### config.mk
export PLATFORM = sky130hd
export DESIGN_NAME = esc_front
export DESIGN_NICKNAME = d
export VERILOG_FILES = /design/src/rtl/assert_macros.svh /design/src/rtl/esc_pkg.sv /design/src/rtl/esc_front.sv
export SDC_FILE = /design/constraint.sdc
export NUM_CORES = 2
export LEC_CHECK = 0
export ABC_AREA = 1
export ABC_CLOCK_PERIOD_IN_PS = 13000
export CAP_MARGIN = 5
export CELL_PAD_IN_SITES_DETAIL_PLACEMENT = 1
export CELL_PAD_IN_SITES_GLOBAL_PLACEMENT = 1
export CORE_MARGIN = 5
export CORE_UTILIZATION = 49
export CTS_BUF_LIST = sky130_fd_sc_hd__clkbuf_4
export DETAILED_ROUTE_END_ITERATION = 7
export DONT_BUFFER_PORTS = 1
export PLACE_DENSITY_LB_ADDON = 0.1
export SLEW_MARGIN = 0
export SYNTH_ARGS = -nofsm -noshare
export SYNTH_HDL_FRONTEND = slang
export SYNTH_SLANG_ARGS = --single-unit
### constraint.sdc
create_clock -name clk -period 13 [get_ports clk]
set_clock_uncertainty 0.1 [all_clocks]
set_input_delay 2.6 -clock clk [delete_from_list [all_inputs] [get_ports clk]]
set_output_delay 2.6 -clock clk [all_outputs]
set_load 0.01 [all_outputs]
### src/rtl/assert_macros.svh
// ============================================================================
// Assertion macros
// Shared concurrent assertion forms clocked by clk and disabled in reset.
// ============================================================================
`ifndef ASSERT_MACROS_SVH
`define ASSERT_MACROS_SVH

// Implication within the same cycle.
`define ESC_ASSERT_IMPL(lbl, ante, cons) \
    lbl: assert property (@(posedge clk) disable iff (!rst_n) (ante) |-> (cons)) \
        else $error("assertion failed");

// Implication after a fixed number of cycles.
`define ESC_ASSERT_DELAY(lbl, ante, dly, cons) \
    lbl: assert property (@(posedge clk) disable iff (!rst_n) (ante) |-> ##dly (cons)) \
        else $error("assertion failed");

`endif

### src/rtl/esc_pkg.sv
// ============================================================================
// Environmental sensor compensation package
// Item types, coefficient bundle, register indexes and shared helpers.
// ============================================================================
package esc_pkg;

    localparam int QUEUE_DEPTH = 2;
    localparam int QUEUE_PTR_W = $clog2(QUEUE_DEPTH);
    localparam int QUEUE_CNT_W = $clog2(QUEUE_DEPTH + 1);
    localparam int DIV_STAGES  = 64;
    localparam int ESC_LATENCY = 82;

    typedef enum logic [2:0] {
        ESC_REG_TEMP       = 3'd0,
        ESC_REG_PRESS_LOW  = 3'd1,
        ESC_REG_PRESS_MID  = 3'd2,
        ESC_REG_PRESS_HIGH = 3'd3,
        ESC_REG_HUM_LOW    = 3'd4,
        ESC_REG_HUM_HIGH   = 3'd5
    } esc_reg_idx_t;

    typedef struct packed {
        logic [19:0] raw_temperature;
        logic [19:0] raw_pressure;
        logic [15:0] raw_humidity;
    } esc_in_t;

    typedef struct packed {
        logic signed [31:0] temp_centidegrees;
        logic [31:0]        pressure_q24_8;
        logic [16:0]        humidity_q22_10;
    } esc_out_t;

    typedef struct packed {
        logic [47:0] temp_coeffs;
        logic [47:0] press_coeffs_low;
        logic [47:0] press_coeffs_mid;
        logic [47:0] press_coeffs_high;
        logic [31:0] hum_coeffs_low;
        logic [31:0] hum_coeffs_high;
    } esc_coeffs_t;

    typedef struct packed {
        logic [19:0] raw_pressure;
        logic [15:0] raw_humidity;
        logic [31:0] tfine;
    } esc_work_t;

    typedef struct packed {
        logic full;
        logic empty;
    } esc_queue_status_t;

    function automatic logic [31:0] sra32(input logic [31:0] x, input logic [5:0] sh);
        return 32'($signed(x) >>> sh);
    endfunction

    function automatic logic [63:0] sra64(input logic [63:0] x, input logic [5:0] sh);
        return 64'($signed(x) >>> sh);
    endfunction

endpackage

### src/rtl/esc_front.sv
// ============================================================================
// Compensation front end
// Accepts raw items and computes the fine temperature in three stages.
// ============================================================================
module esc_front (
    input  logic               clk,
    input  logic               rst_n,
    input  logic               accept,
    input  esc_pkg::esc_in_t   item,
    input  logic [47:0]        temp_coeffs,
    output logic               push,
    output esc_pkg::esc_work_t work
);
    import esc_pkg::*;

    logic        s1_valid_reg;
    esc_in_t     s1_item_reg;
    logic        s2_valid_reg;
    logic [31:0] s2_var1_reg;
    logic [31:0] s2_bb_reg;
    logic [19:0] s2_rp_reg;
    logic [15:0] s2_rh_reg;
    logic        s3_valid_reg;
    esc_work_t   s3_work_reg;

    logic [31:0] t1;
    logic [31:0] t2;
    logic [31:0] t3;
    logic [31:0] a;
    logic [31:0] b;
    logic [31:0] at2;
    logic [31:0] bb;
    logic [31:0] bbs;
    logic [31:0] bt3;
    logic [31:0] var2;

    always_comb
    begin
        t1   = {16'd0, temp_coeffs[15:0]};
        t2   = {{16{temp_coeffs[31]}}, temp_coeffs[31:16]};
        t3   = {{16{temp_coeffs[47]}}, temp_coeffs[47:32]};
        a    = {15'd0, s1_item_reg.raw_temperature[19:3]} - {t1[30:0], 1'b0};
        b    = {16'd0, s1_item_reg.raw_temperature[19:4]} - t1;
        at2  = a * t2;
        bb   = b * b;
        bbs  = sra32(s2_bb_reg, 6'd12);
        bt3  = bbs * t3;
        var2 = sra32(bt3, 6'd14);
    end

    always_ff @(posedge clk or negedge rst_n)
    begin
        if (!rst_n)
        begin
            s1_valid_reg <= 1'b0;
            s2_valid_reg <= 1'b0;
            s3_valid_reg <= 1'b0;
        end
        else
        begin
            s1_valid_reg <= accept;
            s2_valid_reg <= s1_valid_reg;
            s3_valid_reg <= s2_valid_reg;
        end
    end

    always_ff @(posedge clk)
    begin
        if (accept)
        begin
            s1_item_reg <= item;
        end
        s2_var1_reg              <= sra32(at2, 6'd11);
        s2_bb_reg                <= bb;
        s2_rp_reg                <= s1_item_reg.raw_pressure;
        s2_rh_reg                <= s1_item_reg.raw_humidity;
        s3_work_reg.raw_pressure <= s2_rp_reg;
        s3_work_reg.raw_humidity <= s2_rh_reg;
        s3_work_reg.tfine        <= s2_var1_reg + var2;
    end

    assign push = s3_valid_reg;
    assign work = s3_work_reg;

endmodule

==> impl_metrics.csv <==
group,metric,value,unit
outcome,outcome,"complete, no violations",
floorplan,io_pins,176,
finish,utilization,50.7,%
floorplan,dieWidth,289,um
setup_path,worst-path-buf-inv,9,
detailed_routing,ant_nets,0,
setup_path,path_max_fanout,19,
placement,dpl-instance-area,38800,sq um
setup_path,slowest_delay,0.60,ns
setup_path,critPathKind,"input pin to flop",
hold_path,hold_path.class,"flop to flop",
run,maxCapViolCount,0,
global_routing,antenna_found_initial,3,
clock_tree,cts-root-buf,"clkbuf_4",
global_routing,grt_max_degree,55,
detailed_routing,drtIter0Drc,1157,
synthesis,synth_edf_count,53,
sta,drv_slew,0,
detailed_routing,avgRoutedWirePerCell,19.4,um
synthesis,ys_seq_area_share,11.5,%
detailed_routing,vias,28115,
clock_tree,clk_latency,0.75,ns
floorplan,fp.dieH,289,um
synthesis,synthTopCellsByArea,"fa_1 (43%), inv_1 (13%), ha_1 (9.1%)",
detailed_routing,first_pass_iters,7,
setup_path,r2r_setup_slack,4.72,ns
global_routing,overflow,0,
setup_path,cp.required,13.58,ns
finish,drive_gt1_share,2.28,%
floorplan,rows,102,
setup_path,crit_arrival,10.29,ns
clock_tree,clkTransAtPathRegs,0.24,ns
setup_path,crit_path_start_kind,"input pin",
synthesis,ys_types,55,
synthesis,synth_common_cells,"inv_1 (1331), nand2_1 (900), fa_1 (818), nor2_1 (357), ha_1 (275)",
clock_tree,cts_max_level,4,
finish,seq_area,4370,sq um
synthesis,postSynth.asyncResetShare,1.57,%
clock_tree,postCtsSetupBuffers,0,
synthesis,yosysWarnings,0,
sta,hold_ws,0.204,ns
finish,nets,5657,
synthesis,syn_area,38000,sq um
sta,finalSetupViolCount,0,
global_routing,grt_pass1_wl,176,mm
detailed_routing,via_per_inst,5.10,
finish,stdcell_area,39200,sq um
clock_tree,cts_resized,0,
setup_path,slowest_stage,"inv_2",
placement,hpwl,88.6,mm
finish,largest_reg_flops,58,
synthesis,synth_cells,4565,
detailed_routing,drc,0,
sta,hold_violations,0,
finish,area_growth_syn_to_layout,3.00,%
clock_tree,cts_buffers,17,
finish,fill_cells,9364,
finish,multi_input_area,28000,sq um
sta,worst_pin_slew,1.13,ns
floorplan,dieArea,83300,sq um
clock_tree,cts_hold_buf,0,
sta,timing.fmax,103,MHz
placement,numPortBuffers,0,
synthesis,yosys_most_used_dff,"dfxtp_1",
synthesis,synth_top_area_share,43.1,%
synthesis,ys_ff_latch,191,
sta,finalCriticalPeriod,9.71,ns
sta,slew_headroom,24.7,%
clock_tree,cts_num_sinks,191,
setup_path,crit_family,"adder cells",
synthesis,synth_most_common_cell,"inv_1",
clock_tree,clk_path_buf_depth,2,
placement,place_congestion,0.907,
clock_tree,cts_tree,"built",
global_routing,grt_usage,27.1,%
setup_path,crit_path_end_kind,"flop",
sta,rsz0062_at_grt,"no",
floorplan,start_util,49.2,%
synthesis,synth_largest_area_cell,"fa_1",
detailed_routing,totalWireLength,107,mm
synthesis,syn_avg_cell_area,8.33,sq um
floorplan,fp.coreArea,77200,sq um
sta,setup-tns-final,0,ns
synthesis,syn_nets,5765,
global_routing,grt_pass1_vias,32627,
sta,min_period_over_period,74.7,%
## stage by stage
stage | setup slack [ns] | std cells
after global placement | 2.55 | 5478
after CTS | 3.37 | 5510
after detailed placement | 2.50 | 5478
after global routing | 2.88 | 5513
after floorplan | 3.84 | 4565
final | 3.29 | 5514
## worst paths after layout
path	from	endpoint	cells after the start
setup / recovery	temp_coeffs[0]	s2_bb_reg[31]$_DFF_P_	35
hold / removal	s2_rp_reg[17]$_DFF_P_	work[65]$_DFF_P_	0
setup reg to reg	s1_item_reg[40]$_DFFE_PP_	s2_bb_reg[31]$_DFF_P_	36
hold reg to reg	s2_rp_reg[17]$_DFF_P_	work[65]$_DFF_P_	0
max in group asynchronous	rst_n	s1_valid_reg$_DFF_PN0_	0
min in group asynchronous	rst_n	push$_DFF_PN0_	0
## worst reg2reg max path: cells and delay by family (launching register included)
family | cells | cell delay [ns]
compound gates | 3 | 0.75
fa+ha+maj | 9 | 3.97
buf+inv | 10 | 1.14
flops | 1 | 0.39
simple gates | 14 | 1.89
## logic make-up (layout without fill, tap and decap cells)
| family | count (synthesis) | count (layout) | synth area share, % |
|---|---|---|---|
| compound gates | 268 | 268 | 4.07 |
| xor+xnor | 106 | 106 | 2.46 |
| fa+ha+maj | 1093 | 1093 | 52.1 |
| buf+inv | 1485 | 1390 | 15.0 |
| flops | 191 | 191 | 11.5 |
| other cells | 0 | 4 | 0 |
| simple gates | 1422 | 1422 | 14.9 |
## layout by cell type (no fill, tap or decap), types with 3 or more instances in the layout
cell,n
inv_1,1331
nand2_1,900
fa_1,818
nor2_1,357
ha_1,275
dfxtp_1,135
a21oi_1,126
nand3_1,78
xor2_1,77
o21ai_0,60
edfxtp_1,53
xnor2_1,27
nand2_2,18
nand4_1,18
nor3_1,17
clkbuf_4,17
buf_4,17
a21o_1,15
or2_2,15
a31oi_1,14
o21bai_1,13
inv_2,8
nor4_1,7
o21a_1,7
o211ai_1,7
inv_12,6
a21boi_0,5
clkinv_8,5
diode_2,4
o221ai_1,4
or2_1,3
o21ai_1,3
dfrtp_1,3
## routing by layer
layer / up-vias / track usage [%] / share of wire [%]
li1: 12860 / - / -
met1: 14575 / 34.3 / 42
met2: 513 / 49.7 / 52
met3: 165 / 2.91 / 3.5
met4: 2 / 6.86 / 2.7
met5: - / 0 / 0.017
## final cells by class
class,count,area share [%]
diodes,4,0.0256
clock buffers,17,0.326
clock inverters,15,0.582
inverters,1341,12.9
multi-input cells,2889,71.4
flip-flops and latches,191,11.2
well taps,1040,3.32
repair buffers,17,0.326
Power is not shown: default switching activity piles up to over one toggle a cycle in this logic, so the estimate is an artifact.
