File: src/rtl/assert_macros.svh
// ============================================================================
// Assertion macros
// Shared concurrent assertion forms clocked by clk and disabled in reset.
// ============================================================================
`ifndef ASSERT_MACROS_SVH
`define ASSERT_MACROS_SVH

// Implication within the same cycle.
`define ESC_ASSERT_IMPL(lbl, ante, cons) \
    lbl: assert property (@(posedge clk) disable iff (!rst_n) (ante) |-> (cons)) \
        else $error("assertion failed");

// Implication after a fixed number of cycles.
`define ESC_ASSERT_DELAY(lbl, ante, dly, cons) \
    lbl: assert property (@(posedge clk) disable iff (!rst_n) (ante) |-> ##dly (cons)) \
        else $error("assertion failed");

`endif

File: src/rtl/esc_pkg.sv
// ============================================================================
// Environmental sensor compensation package
// Item types, coefficient bundle, register indexes and shared helpers.
// ============================================================================
package esc_pkg;

    localparam int QUEUE_DEPTH = 2;
    localparam int QUEUE_PTR_W = $clog2(QUEUE_DEPTH);
    localparam int QUEUE_CNT_W = $clog2(QUEUE_DEPTH + 1);
    localparam int DIV_STAGES  = 64;
    localparam int ESC_LATENCY = 82;

    typedef enum logic [2:0] {
        ESC_REG_TEMP       = 3'd0,
        ESC_REG_PRESS_LOW  = 3'd1,
        ESC_REG_PRESS_MID  = 3'd2,
        ESC_REG_PRESS_HIGH = 3'd3,
        ESC_REG_HUM_LOW    = 3'd4,
        ESC_REG_HUM_HIGH   = 3'd5
    } esc_reg_idx_t;

    typedef struct packed {
        logic [19:0] raw_temperature;
        logic [19:0] raw_pressure;
        logic [15:0] raw_humidity;
    } esc_in_t;

    typedef struct packed {
        logic signed [31:0] temp_centidegrees;
        logic [31:0]        pressure_q24_8;
        logic [16:0]        humidity_q22_10;
    } esc_out_t;

    typedef struct packed {
        logic [47:0] temp_coeffs;
        logic [47:0] press_coeffs_low;
        logic [47:0] press_coeffs_mid;
        logic [47:0] press_coeffs_high;
        logic [31:0] hum_coeffs_low;
        logic [31:0] hum_coeffs_high;
    } esc_coeffs_t;

    typedef struct packed {
        logic [19:0] raw_pressure;
        logic [15:0] raw_humidity;
        logic [31:0] tfine;
    } esc_work_t;

    typedef struct packed {
        logic full;
        logic empty;
    } esc_queue_status_t;

    function automatic logic [31:0] sra32(input logic [31:0] x, input logic [5:0] sh);
        return 32'($signed(x) >>> sh);
    endfunction

    function automatic logic [63:0] sra64(input logic [63:0] x, input logic [5:0] sh);
        return 64'($signed(x) >>> sh);
    endfunction

endpackage

File: src/rtl/esc_queue.sv
// ============================================================================
// Work queue
// Short first-in first-out buffer between the front end and the back end.
// ============================================================================
`include "assert_macros.svh"

module esc_queue (
    input  logic                       clk,
    input  logic                       rst_n,
    input  logic                       push,
    input  esc_pkg::esc_work_t         push_data,
    input  logic                       pop,
    output esc_pkg::esc_work_t         pop_data,
    output esc_pkg::esc_queue_status_t status
);
    import esc_pkg::*;

    esc_work_t              mem_reg [QUEUE_DEPTH];
    logic [QUEUE_PTR_W-1:0] wr_ptr_reg;
    logic [QUEUE_PTR_W-1:0] rd_ptr_reg;
    logic [QUEUE_CNT_W-1:0] count_reg;
    logic [QUEUE_CNT_W-1:0] count_next;

    always_comb
    begin
        count_next = count_reg + QUEUE_CNT_W'(push) - QUEUE_CNT_W'(pop);
    end

    always_ff @(posedge clk or negedge rst_n)
    begin
        if (!rst_n)
        begin
            wr_ptr_reg <= '0;
            rd_ptr_reg <= '0;
            count_reg  <= '0;
        end
        else
        begin
            if (push)
            begin
                wr_ptr_reg <= wr_ptr_reg + 1'b1;
            end
            if (pop)
            begin
                rd_ptr_reg <= rd_ptr_reg + 1'b1;
            end
            count_reg <= count_next;
        end
    end

    always_ff @(posedge clk)
    begin
        if (push)
        begin
            mem_reg[wr_ptr_reg] <= push_data;
        end
    end

    assign pop_data     = mem_reg[rd_ptr_reg];
    assign status.full  = (count_reg == QUEUE_CNT_W'(QUEUE_DEPTH));
    assign status.empty = (count_reg == '0);

    `ESC_ASSERT_IMPL(a_no_overflow, push, !status.full)
    `ESC_ASSERT_IMPL(a_no_underflow, pop, !status.empty)

endmodule

File: config.mk
export PLATFORM = sky130hd
export DESIGN_NAME = esc_queue
export DESIGN_NICKNAME = d
export VERILOG_FILES = /design/src/rtl/esc_pkg.sv /design/src/rtl/esc_queue.sv
export VERILOG_INCLUDE_DIRS = /design/src /design/src/rtl
export SDC_FILE = /design/constraint.sdc
export NUM_CORES = 1
export LEC_CHECK = 0
export BUFFER_PORTS_ARGS = -buffer_cell sky130_fd_sc_hd__clkbuf_2
export CELL_PAD_IN_SITES_DETAIL_PLACEMENT = 0
export CELL_PAD_IN_SITES_GLOBAL_PLACEMENT = 1
export CORE_UTILIZATION = 44
export CTS_CLUSTER_SIZE = 8
export DETAILED_ROUTE_END_ITERATION = 6
export GPL_TIMING_DRIVEN = 0
export PLACE_DENSITY_LB_ADDON = 0.1
export SETUP_SLACK_MARGIN = 0.15
export SLEW_MARGIN = 20
export SYNTH_ARGS = -nofsm -noshare
export SYNTH_HDL_FRONTEND = slang
export SYNTH_SLANG_ARGS = --single-unit
File: constraint.sdc
create_clock -name clk -period 4.5 [get_ports clk]
set_input_delay 0.675 -clock clk [delete_from_list [all_inputs] [get_ports clk]]
set_output_delay 0.675 -clock clk [all_outputs]
set_load 0.02 [all_outputs]
==> results.sh, run 1 <==
export IMPL_vias_per_cell=4.73
export IMPL_clock_sinks=140
export IMPL_slowest_stage="mux2_2"
export IMPL_p_int_mw=3.19
export IMPL_htreeDepth=4
export IMPL_power_total_mw=4.56
export IMPL_yosys_top_cells_area="edfxtp_1 79%, mux2_2 13%, mux2_4 2.9%"
export IMPL_core_rowCount=39
export IMPL_synth_most_common_cell="edfxtp_1"
export IMPL_dr_first_iter_drc_count=93
export IMPL_drv_slew=0
export IMPL_worstMarginPinSlew_ps=743
export IMPL_nNetsFinal=464
export IMPL_syn_inst=227
export IMPL_synth_compound_area_frac=0
export IMPL_yosysUniqueCellTypes=14
export IMPL_status="completed"
export IMPL_hold_path_class="in2async"
export IMPL_synth_mux_area_fraction=0.156
export IMPL_synth_adder_area_share=0.00486
export IMPL_synth_seq_cells=140
export IMPL_p_clk_frac=0.296
export IMPL_largest_reg_flops=136
export IMPL_synth_common_cells="136 x edfxtp_1, 58 x mux2_2, 10 x mux2_4"
export IMPL_grt_remaining_overflow=0
export IMPL_cts_tree="done"
export IMPL_multi_input_area_um2=902
export IMPL_antenna_left=0
export IMPL_synth_nets=301
export IMPL_synthXorXnorAreaFrac=0.00802
export IMPL_clk_pin_slew_ps=60
export IMPL_yosys_warnings=0
export IMPL_finClkSkew_ps=6.37
export IMPL_initial_core_util=0.451
export IMPL_synth_simple_area_share=0.00438
export IMPL_setup_slack_ps=2160
export IMPL_io_pin_count=142
export IMPL_combPwrFrac=0.312
export IMPL_clk_latency_ps=400
export IMPL_wirelength_um=8570
export IMPL_layout_drive_gt1_share=0.618
export IMPL_grt_pass1_wl_um=12600
export IMPL_synthFlopType="edfxtp_1"
export IMPL_synth_seq_area_share=0.813
export IMPL_diodes=0
export IMPL_maxCapViolCount=0
export IMPL_post_place_ws_ps=2190
export IMPL_die_w_um=110
export IMPL_wl_per_cell_um=15.7
export IMPL_setup_violations=0
export IMPL_firstDrtPassIters=4
export IMPL_fill_cells=918
export IMPL_post_cts_resized=0
export IMPL_switching_power_mw=1.37
export IMPL_finalCritPeriodShare=0.521
export IMPL_finalHoldViolCount=0
export IMPL_area_growth_pct=30.0
export IMPL_cts_root_buffer="clkbuf_16"
export IMPL_p_per_area_nw_per_um2=682
export IMPL_worst_endpoint_arrival_ps=1670
export IMPL_synth_edf_count=136
export IMPL_fmax_ghz=0.427
export IMPL_dp_hpwl_um=5640
export IMPL_fin_crit_ps=2340
export IMPL_slowest_delay_ps=380
export IMPL_rsz0062_at_grt="false"
export IMPL_numPortBuffers=141
export IMPL_antenna_found_initial=0
export IMPL_worstPathMaxFanout=10
export IMPL_gp_congestion=0.682
export IMPL_synth_top_family_by_area="multiplexers"
export IMPL_crit_chain="buf_6 -> buf_2 -> mux2_2 -> clkbuf_2"
export IMPL_p_leak_nw=2.63
export IMPL_path_class="reg2out"
export IMPL_clockBufferDepth=2
export IMPL_yosysTopAreaCell="edfxtp_1"
export IMPL_grt_max_degree=48
export IMPL_cp_start_kind="register"
export IMPL_remaining_drc_errors=0
export IMPL_ff_latch_area_um2=4180
export IMPL_syn_cell_area_um2=5150
export IMPL_setup_worst_path_start="rd_ptr_reg$_DFFE_PN0P_"
export IMPL_cts_hold_buf=0
export IMPL_swShare=0.300
export IMPL_grt_pass1_vias=2611
export IMPL_end_kind="primary output"
export IMPL_ir_drop_mv=0.302
export IMPL_die_y_um=110
export IMPL_worst_r2r_startpoint="wr_ptr_reg$_DFFE_PN0P_"
export IMPL_track_usage=0.148
export IMPL_synth_top_area_share=0.794
export IMPL_numCtsBuffers=17
export IMPL_postSynthAreaPerCell_um2=22.7
export IMPL_dieArea_um2=12100
export IMPL_synthArstFlopShare=0.0286
export IMPL_vias=2584
export IMPL_seqPwrFrac=0.392
export IMPL_core_area_um2=11400
export IMPL_slew_headroom=0.504
export IMPL_worstPathRequired_ps=3830
export IMPL_postCtsSetupBuffers=0
## metrics by stage
| step | TNS, ps | util | cells | instance area [um2] | hold WS (ps) |
|---|---|---|---|---|---|
| after floorplan | 0 | - | 227 | 5150 | 379 |
| after global placement | -116660 | 0.528 | 511 | 6030 | 469 |
| after detailed placement | 0 | 0.535 | 514 | 6110 | 488 |
| after global routing | 0 | 0.586 | 546 | 6690 | 55.5 |
| final | 0 | 0.586 | 546 | 6690 | 67.8 |
| after CTS | 0 | 0.586 | 546 | 6690 | 48.8 |
## layout make-up
cell class	instances	share of cell area
Clock buffer	19	0.0647
Clock inverter	13	0.0224
Tap cell	143	0.0267
Inverter	2	0.00112
Buffer	8	0.00935
Multi-Input combinational cell	77	0.135
Timing Repair Buffer	144	0.116
Sequential cell	140	0.625
## power groups by stage
stage               sequential (mW)  combinational, mW  clock, mW
finish                         1.79               1.42       1.35
global route                   1.81               1.54       1.43
CTS                            1.79               1.46       1.39
detailed placement             1.82               1.46          0
global placement               1.84               1.41          0
floorplan                      1.82              0.995          0
## metal layers
metal | vias up | wire length, um | GRT usage
met2 | 103 | 4230 | 0.237
met3 | 11 | 654 | 0.0606
met4 | 0 | 140 | 0.0742
li1 | 1228 | - | -
met1 | 1242 | 3540 | 0.173
met5 | - | 0 | 0
## kinds of logic after synthesis
group / Yosys count
xor+xnor: 3
fa+ha+maj: 2
buf+inv: 10
flops: 140
mux: 68
simple gates: 4
## placed cells by master (no fill, tap or decap)
master,n
clkbuf_2,141
edfxtp_1,136
mux2_2,58
clkbuf_16,17
mux2_4,10
buf_2,5
dfrtp_1,4
clkinv_4,3
clkinv_1,3
clkinv_2,3
bufinv_16,3
buf_6,2
inv_1,2
xor2_1,2
ha_1,2
clkbuf_1,2
buf_12,2
buf_8,1
nor2b_4,1
nor2_1,1
xor3_1,1
nor2b_1,1
and2_4,1
clkinvlp_4,1
buf_16,1
## critical path: cells and delay by family, from the launching register on
family	cells	cell delay, ps
buffers and inverters	3	550
muxes	1	380
DFF	1	330
## worst paths after layout
kind	endpoint	cells past startpoint	slack, ps
setup reg to reg	mem_reg[0][39]$_DFFE_PP_	3	2670
hold / removal	count_reg[0]$_DFF_PN0_	1	70
setup / recovery	pop_data[40]	4	2160
min in group clk	mem_reg[1][27]$_DFFE_PP_	1	460
max in group asynchronous	rd_ptr_reg$_DFFE_PN0P_	1	4310
hold reg to reg	wr_ptr_reg$_DFFE_PN0P_	1	550
(Power assumes the default switching activity.)
==> run 2, diff against run 1 <==
--- a/config.mk
+++ b/config.mk
@@ -6,10 +6,11 @@
 export SDC_FILE = /design/constraint.sdc
 export NUM_CORES = 1
 export LEC_CHECK = 0
+export ABC_AREA = 1
 export BUFFER_PORTS_ARGS = -buffer_cell sky130_fd_sc_hd__clkbuf_2
 export CELL_PAD_IN_SITES_DETAIL_PLACEMENT = 0
 export CELL_PAD_IN_SITES_GLOBAL_PLACEMENT = 1
-export CORE_UTILIZATION = 44
+export CORE_UTILIZATION = 37
 export CTS_CLUSTER_SIZE = 8
 export DETAILED_ROUTE_END_ITERATION = 6
 export GPL_TIMING_DRIVEN = 0
==> constraint.sdc (replaced) <==
create_clock -name clk -period 2 [get_ports clk]
set_input_delay 0.3 -clock clk [delete_from_list [all_inputs] [get_ports clk]]
set_output_delay 0.3 -clock clk [all_outputs]
set_load 0.02 [all_outputs]
==> results.sh, run 2 <==
export IMPL_synth_nets=454
export IMPL_end_kind="primary output"
export IMPL_grt_pass1_wl_um=15500
export IMPL_vias=3195
export IMPL_wirelength_um=10200
export IMPL_clockBufferDepth=2
export IMPL_status="completed"
export IMPL_nNetsFinal=621
export IMPL_antenna_found_initial=0
export IMPL_p_per_area_nw_per_um2=1560
export IMPL_grt_pass1_vias=3085
export IMPL_crit_chain="buf_6 -> buf_2 -> o21ai_1 -> clkbuf_2"
export IMPL_rsz0062_at_grt="true"
export IMPL_synthArstFlopShare=0.0286
export IMPL_post_place_ws_ps=288
export IMPL_yosysTopAreaCell="edfxtp_1"
export IMPL_syn_inst=380
export IMPL_finalCritPeriodShare=0.894
export IMPL_remaining_drc_errors=0
export IMPL_antenna_left=0
export IMPL_gp_congestion=0.692
export IMPL_clk_latency_ps=410
export IMPL_die_w_um=121
export IMPL_ir_drop_mv=0.774
export IMPL_synth_seq_area_share=0.798
export IMPL_worstMarginPinSlew_ps=528
export IMPL_track_usage=0.147
export IMPL_combPwrFrac=0.356
export IMPL_postCtsSetupBuffers=0
export IMPL_maxCapViolCount=0
export IMPL_die_y_um=121
export IMPL_core_rowCount=43
export IMPL_wl_per_cell_um=13.7
export IMPL_p_clk_frac=0.277
export IMPL_area_growth_pct=34.3
export IMPL_hold_path_class="in2reg"
export IMPL_slowest_delay_ps=380
export IMPL_cp_start_kind="register"
export IMPL_path_class="reg2out"
export IMPL_numCtsBuffers=17
export IMPL_firstDrtPassIters=4
export IMPL_core_area_um2=13800
export IMPL_tns_ps=0
export IMPL_finClkSkew_ps=3.65
export IMPL_numPortBuffers=141
export IMPL_syn_cell_area_um2=5240
export IMPL_fmax_ghz=0.559
export IMPL_postSynthAreaPerCell_um2=13.8
export IMPL_worstPathMaxFanout=10
export IMPL_power_total_mw=11.0
export IMPL_synth_most_common_cell="edfxtp_1"
export IMPL_yosysUniqueCellTypes=12
export IMPL_setup_slack_ps=211
export IMPL_layout_drive_gt1_share=0.357
export IMPL_cts_root_buffer="clkbuf_16"
export IMPL_drv_slew=0
export IMPL_initial_core_util=0.379
export IMPL_synth_edf_count=136
export IMPL_cp_top_family="buffers and inverters"
export IMPL_worst_endpoint_arrival_ps=1490
export IMPL_slew_headroom=0.647
export IMPL_synth_top_area_share=0.779
export IMPL_seqPwrFrac=0.367
export IMPL_instances_no_fill=740
export IMPL_switching_power_mw=3.74
export IMPL_finalHoldViolCount=0
export IMPL_setup_violations=0
export IMPL_clk_pin_slew_ps=50
export IMPL_layout_cells_most_common="edfxtp_1"
export IMPL_diodes=0
export IMPL_r2r_slack_ps=340
export IMPL_swShare=0.341
export IMPL_vias_per_cell=4.32
export IMPL_yosys_warnings=0
export IMPL_grt_remaining_overflow=0
export IMPL_synth_common_cells="136 x edfxtp_1, 75 x inv_1, 74 x nand2_1"
export IMPL_p_leak_nw=3.05
export IMPL_io_pin_count=142
export IMPL_clock_sinks=140
export IMPL_fin_crit_ps=1790
export IMPL_largest_reg_flops=136
export IMPL_p_int_mw=7.24
export IMPL_dp_hpwl_um=6970
export IMPL_slowest_stage="dfrtp_1"
export IMPL_htreeDepth=4
export IMPL_cts_tree="done"
export IMPL_grt_max_degree=24
export IMPL_synthFlopType="edfxtp_1"
export IMPL_layout_common_cells="136 x edfxtp_1, 106 x clkbuf_2, 74 x inv_1"
export IMPL_dp_cells=707
export IMPL_yosys_top_cells_area="edfxtp_1 78%, o21ai_1 5.9%, inv_1 5.4%"
export IMPL_critPathBufInv=3
export IMPL_dr_first_iter_drc_count=118
export IMPL_dieArea_um2=14600
export IMPL_synth_seq_cells=140
export IMPL_worstPathRequired_ps=1700
## run 2: path summary, 6_finish.rpt
check / startpoint / end / depth (start not counted)
min in group asynchronous: rst_n / wr_ptr_reg$_DFFE_PN0P_ / 2
max: rd_ptr_reg$_DFFE_PN0P_ / pop_data[19] / 4
min: push_data[49] / mem_reg[0][49]$_DFFE_PP_ / 1
max in group asynchronous: rst_n / rd_ptr_reg$_DFFE_PN0P_ / 2
min reg2reg: wr_ptr_reg$_DFFE_PN0P_ / wr_ptr_reg$_DFFE_PN0P_ / 1
max reg2reg: wr_ptr_reg$_DFFE_PN0P_ / mem_reg[1][28]$_DFFE_PP_ / 4
## run 2: power by group through the flow
stage               logic (mW)  registers, mW  clock network, mW
floorplan                 2.28           4.08                  0
global placement          3.55           4.11                  0
detailed placement        3.77           4.09                  0
CTS                       3.85           4.03               3.13
global route              4.30           4.08               3.23
finish                    3.91           4.03               3.04
## run 2: cell type report
cell class              count  area [um2]
inverters                  75         285
repair buffers            148         913
clock inverters             7        87.6
fillers                  1214        6790
well taps                 180         225
plain buffers              15         133
multi-input cells         150         713
flip-flops and latches    140        4180
clock buffers              25         495
## run 2: cell families after synthesis
logic type	after synthesis	synth area share
flip-flops	140	0.798
AND/OR/NAND/NOR	78	0.0561
AO/OA/AOI/OAI	68	0.0649
XOR/XNOR	2	0.00334
buffers and inverters	90	0.0723
adder cells (fa/ha/maj)	2	0.00477
## run 2: metrics by stage
stage	utilization	hold slack (ps)	instance area, um2
CTS	0.504	56.2	6960
floorplan	-	4.41	5250
detailed placement	0.458	120	6330
global route	0.509	58.5	7040
global placement	0.447	121	6180
finish	0.509	80.8	7040
## run 2: metal layers
| layer | routed length (um) | global-route usage | up-vias |
|---|---|---|---|
| met5 | 0 | 0 | - |
| met1 | 4300 | 0.171 | 1467 |
| li1 | - | - | 1620 |
| met3 | 826 | 0.0583 | 14 |
| met4 | 195 | 0.0787 | 0 |
| met2 | 4830 | 0.232 | 94 |
## run 2: what timing repair did
action / CTS / global route
hold endpoints to repair: 4 / 0
hold buffers: 1 / 0
endpoints found under the setup margin: 22 / 67
resized for setup: 13 / 56
